$ cat config.mk
export PLATFORM = sky130hd
export DESIGN_NAME = nprq_cell
export DESIGN_NICKNAME = d
export VERILOG_FILES = /design/src/rtl/nprq_pkg.sv /design/src/rtl/nprq_cell.sv
export SDC_FILE = /design/constraint.sdc
export NUM_CORES = 1
export LEC_CHECK = 0
export ABC_CLOCK_PERIOD_IN_PS = 4150
export BUFFER_PORTS_ARGS = -buffer_cell sky130_fd_sc_hd__buf_2
export CAP_MARGIN = 20
export CORE_UTILIZATION = 30
export DETAILED_ROUTE_END_ITERATION = 10
export PLACE_DENSITY = 0.61
export SYNTH_ARGS = -nofsm -noshare
export SYNTH_HDL_FRONTEND = slang
export SYNTH_SLANG_ARGS = --single-unit
$ cat constraint.sdc
create_clock -name i_clk -period 4.15 [get_ports i_clk]
set_clock_uncertainty 0.15 [all_clocks]
set_input_delay 0 -clock i_clk [delete_from_list [all_inputs] [get_ports i_clk]]
set_output_delay 0 -clock i_clk [all_outputs]
set_load 0.03 [all_outputs]
$ cat src/rtl/nprq_pkg.sv
package nprq_pkg;

    localparam int ENTRIES = 64;
    localparam int CNTW    = $clog2(ENTRIES + 1);

    typedef enum logic [1:0] {
        KIND_RECORD   = 2'd0,
        KIND_OVERFLOW = 2'd1,
        KIND_NOMATCH  = 2'd2
    } t_kind;

    typedef struct packed {
        logic        done;
        logic [3:0]  channel;
        logic [31:0] start;
        logic [31:0] duration;
        logic [6:0]  tone;
    } t_entry;

    // broadcast to every cell
    typedef struct packed {
        logic        shift;
        logic [3:0]  q_channel;
        logic [6:0]  q_tone;
        logic [31:0] q_time;
        t_entry      wdata;
    } t_cell_ctl;

endpackage

$ cat src/rtl/nprq_cell.sv
module nprq_cell (
    input  logic               i_clk,
    input  logic               i_rst_n,
    input  nprq_pkg::t_cell_ctl i_ctl,
    input  logic               i_wr,
    input  logic               i_occ,
    input  logic               i_tok,
    input  nprq_pkg::t_entry   i_next,
    output nprq_pkg::t_entry   o_entry,
    output logic               o_tok,
    output logic               o_hit
);

    nprq_pkg::t_entry r_entry, n_entry;
    logic             r_tok;

    // oldest undone match claims the search token
    assign o_hit = r_tok && i_occ && !r_entry.done
                   && (r_entry.channel == i_ctl.q_channel)
                   && (r_entry.tone == i_ctl.q_tone);
    assign o_tok   = r_tok && !o_hit;
    assign o_entry = r_entry;

    always_comb begin
        n_entry = r_entry;
        if (i_wr) begin
            n_entry = i_ctl.wdata;
        end else if (i_ctl.shift) begin
            n_entry = i_next;
        end else if (o_hit) begin
            n_entry.done     = 1'b1;
            n_entry.duration = i_ctl.q_time - r_entry.start;
        end
    end

    always_ff @(posedge i_clk) begin
        r_entry <= n_entry;
        if (!i_rst_n) begin
            r_tok <= 1'b0;
        end else begin
            r_tok <= i_tok;
        end
    end

endmodule

# Word-level counts from Yosys, hierarchy flattened
# Index checks and enable logic that the tools add are counted.
[word_totals]
romBits = 0
elab_cells = 25
input_bits = 201
mem_count = 0
regBits = 77
latch_bits = 0
output_inout_bits = 78
ram_bits = 0
[classes]
reduce_logical = 9
n_mux = 7
bitwise_logic = 0
n_eq_ne = 2
order_cmp = 0
mul = 0
div_mod_pow = 0
addsub = 1
shift = 0
[ops]
columns = ["operator", "count"]
rows = [
  ["76-bit 2-to-1 mux", 1],
  ["32-bit 2-to-1 mux", 2],
  ["36-bit 2-to-1 mux", 1],
  ["32-bit subtractor", 1],
  ["7-bit == test", 1],
  ["7-bit 2-to-1 mux", 1],
  ["1-bit logical AND", 5],
  ["4-bit == test", 1],
  ["3-bit nonzero test", 1],
  ["1-bit logical NOT", 2],
  ["1-bit 2-to-1 mux", 2],
  ["2-bit nonzero test", 1],
]

# Longest topological paths before layout
[logic_depth]
depth_word = 7
depth_mapped = 11
ltp_nobuf = 11

# Least setup slack after synthesis
# No wires, ideal clock.
[synth_path]
path_kind = "register -> register"
startpoint = "register r_entry (netlist bit o_entry[39])"
endpoint = "register r_entry (netlist bit o_entry[37]) (data pin)"
period_less_slack_ns = 2.992
slack_ns = 1.158
arrival_ns = 2.588
path_stages_with_launch = 11
t_required_ns = 3.746
path_cell_list = "edfxtp_1 -> ha_1 -> fa_1 -> nand2b_1 -> a21o_1 -> a31o_2 -> o211ai_1 -> a31oi_1 -> nor3_1 -> o22ai_1 -> a21o_1"
[synth_rtl]
columns = ["item", "line", "rtl"]
rows = [
  ["from (decl)", "nprq_cell.sv:14", "nprq_pkg::t_entry r_entry, n_entry;"],
  ["from (signal assigned)", "nprq_cell.sv:37", "r_entry <= n_entry;"],
]

==> summary.md <==
| Metric | Value |
|---|---|
| Outcome | completed |
| Mean Syn Cell Area | about 10 um2 |
| Synth async-reset ratio | 0 |
| Die Y | approximately 140 um |
| DRC | 0 |
| Tmin final | about 3.4 ns |
| Crit-path max FO | 6 |
| Ys flop type | edfxtp_1 |
| Largest net degree at the start of global routing | 52 |
| DR iter-0 viols | between 200 and 250 |
| Final count of hold timing violations | 0 |
| Flops & latches, synth | 77 |
| Fmax | between 200 and 300 MHz |
| DR pass1 iterations | 4 |
| Reg2reg path depth | 11 |
| Worst Hold Class | in2reg |
| CTS Buffer Depth | 2 |
| Vias | ~5700 |
| Die X | 136.7 um |
| Post-cts resize count | 0 |
| Post-synthesis cell type count | 54 |
| Post-Synthesis Cells | about 530 |
| Post-CTS Setup Bufs | 0 |
| Fin area | around 8800 um2 |
| Wire per inst | around 16 um |
| Post-DP Area | roughly 7000 um2 |
| Detailed Route WL | 19.18 mm |
| Via/cell ratio | 4.775 |
| Initial antenna violation count | 4 |
| RSZ-0062 raised after global routing | false |
| Congestion Overflow GR | 0 |
| Setup Slack @ Placement | about 1.1 ns |
| Routed Antenna Nets | 0 |
| Relative slew slack | 0.4435 |
| Seq/Total Area, Yosys | 0.4230 |
| EDFF count, synth | 76 |
| Vias in the first global route | just under 6000 |
| Area growth syn-to-layout | 62.39% |
| Total Nets Final | approximately 1200 |
| WS Path Type | reg2reg |
| GP Congestion | slightly below 0.9 |
| Initial core utilization | 0.3114 |
| Synth top area cells | edfxtp_1, mux2_2, ha_1, xor2_1, a21oi_1 |
| Clock tree sinks | between 70 and 80 |
| CTS tree | yes |
| TritonCTS buffer count | 9 |
| Slew @ Worst Pin | 0.8347 ns |
| Max_cap viols | 0 |
| Fin. max-slew vios | 0 |
| Post-CTS Hold Buffers | 149 |
| Die area | ~19000 um2 |
| Post-synth top area share | 0.4193 |
| IO Port Bufs | 278 |
| Core area | ~17000 um2 |
| Root Driver | clkbuf_16 |
| Final cycle utilization of the critical path | 0.8269 |
| Clk pin slew, worst setup/hold paths | 0.06 ns |
| Share of layout cells above drive strength 1 | 0.3717 |
| Rows | 48 |
| Required @ worst endpoint | 4.09 ns |
| Ys Warns | 0 |
| Hold depth | 3 |
| IO Count | between 200 and 300 |
| Area leader, netlist | edfxtp_1 |
| Endpoints failing setup | 0 |
| Setup ws final | approximately 0.72 ns |
| Worst-Skew Late Latency | 0.34 ns |
| Mapped Area | 5443 um2 |
| Gr usage total | 0.2069 |
| Worst path arrival time | between 3 and 4 ns |
| CP Capture Type | flip-flop |
| TNS Setup | 0 ns |
| Global-route wire length before repair | approximately 29 mm |
| Hpwl dp | between 10 and 15 mm |
| Max VDD drop | ~0.19 mV |
| H-tree Lvls | 3 |
| Static Leakage | roughly 0.0040 uW |
| Critical path launch point type | flip-flop |
| Syn Nets | between 700 and 800 |
| PD cells | around 340 nW/um2 |
-- sequential cells by signal (all words and copies together), names as in the netlist --
register	cells
r_tok	1
o_entry	76
-- worst max-delay path: stages (launching register included) --
cell and delay (ns):
edfxtp_1 0.39, inv_1 0.09, ha_1 0.29, a21oi_1 0.40, o21ai_0 0.20, a31oi_1 0.20, o21a_1 0.14, o21ai_0 0.17
o221ai_1 0.24, xnor2_1 0.18, o221ai_1 0.13, dlygate4sd3_1 0.59
-- layout by cell type, fill, tap and decap left out, types with 3 or more instances in the layout --
cell	count
a21o_1	15
a21oi_1	36
a22oi_1	5
a31oi_1	5
and2_1	4
buf_2	278
buf_4	4
clkbuf_16	9
diode_2	4
dlygate4sd3_1	149
edfxtp_1	76
ha_1	31
inv_1	40
mux2_2	49
nand2_1	42
nand2b_1	5
nand3_1	6
nand4_1	9
nor2_1	20
nor2b_1	5
nor3_1	8
o211ai_1	13
o21a_1	18
o21ai_0	30
o21bai_1	5
o221ai_1	3
o22ai_1	8
o31ai_1	3
xnor2_1	13
xor2_1	22
-- routing by layer --
| metal | share of wire | wire [um] | global-route usage | vias up |
|---|---|---|---|---|
| met5 | 0.0014 | 26 | 0 | - |
| met4 | 0.027 | 511 | 0.08148 | 4 |
| met3 | 0.067 | 1289 | 0.05259 | 37 |
| met2 | 0.48 | 9143 | 0.3508 | 228 |
| met1 | 0.43 | 8206 | 0.2496 | 2559 |
| li1 | - | - | - | 2826 |
-- synthesized netlist by cell type, drive strengths merged, types with 3 or more instances --
cell type,n
a31oi,5
o31ai,3
o211ai,13
xor2,22
edfxtp,76
inv,41
mux2,51
a22oi,5
nand4,9
o22ai,8
nand2b,5
a21o,15
and2,4
ha,31
nor2,20
nand2,42
xnor2,13
buf,3
nor3,8
nand3,6
nor2b,5
o21a,18
o21ai,31
o221ai,3
o21bai,5
clkbuf,23
a21oi,38
-- per-stage QoR --
stage | hold slack, ns | util | instances | power, uW
global route | 0.02756 | 0.5054 | 1182 | 3125
detailed placement | 0.05351 | 0.4031 | 1015 | 2030
floorplan | -0.02829 | - | 534 | 1702
CTS | 0.01369 | 0.5052 | 1180 | 2975
global placement | 0.05530 | 0.4031 | 1015 | 2026
finish | 0.03656 | 0.5057 | 1184 | 2962
-- cells by family (layout without fill, tap and decap cells) --
group                      Yosys count  count (layout)  synth area share
other                                0               4                 0
muxes                               53              53            0.1092
and+or+nand+nor                    111             111           0.09770
xor gates and xnor gates            35              35           0.05632
adders and majority gates           32              32           0.07494
AOI/OAI and AO/OA                  159             159            0.1920
buffers and inverters               67             488           0.04690
DFF                                 77              77            0.4230
-- final timing paths --
kind | endpoint | slack, ns | start
setup / recovery | o_entry[38] | 0.72 | o_entry[59]
hold / removal | o_entry[28] | 0.04 | i_next[28]
setup reg to reg | o_entry[38] | 0.72 | o_entry[59]
hold reg to reg | o_entry[37] | 0.86 | o_entry[68]
-- final cells by class --
type / count / area [um2]
Antenna cell: 4 / 10.01
Sequential cell: 77 / 2302
Multi-Input combinational cell: 390 / 2885
Clock inverter: 6 / 63.81
Inverter: 41 / 153.9
Clock buffer: 10 / 229.0
Tap cell: 225 / 281.5
Timing Repair Buffer: 431 / 2913
Fill cell: 1588 / 8638
-- where the power goes --
part	total [uW]	switching, uW	leakage (uW)	internal (uW)
Sequential	1010	39.1	0.000781	967
Combinational	1170	653	0.00309	515
Clock	788	323	0.000138	465
Note: power is estimated with default switching activity, not from simulation.
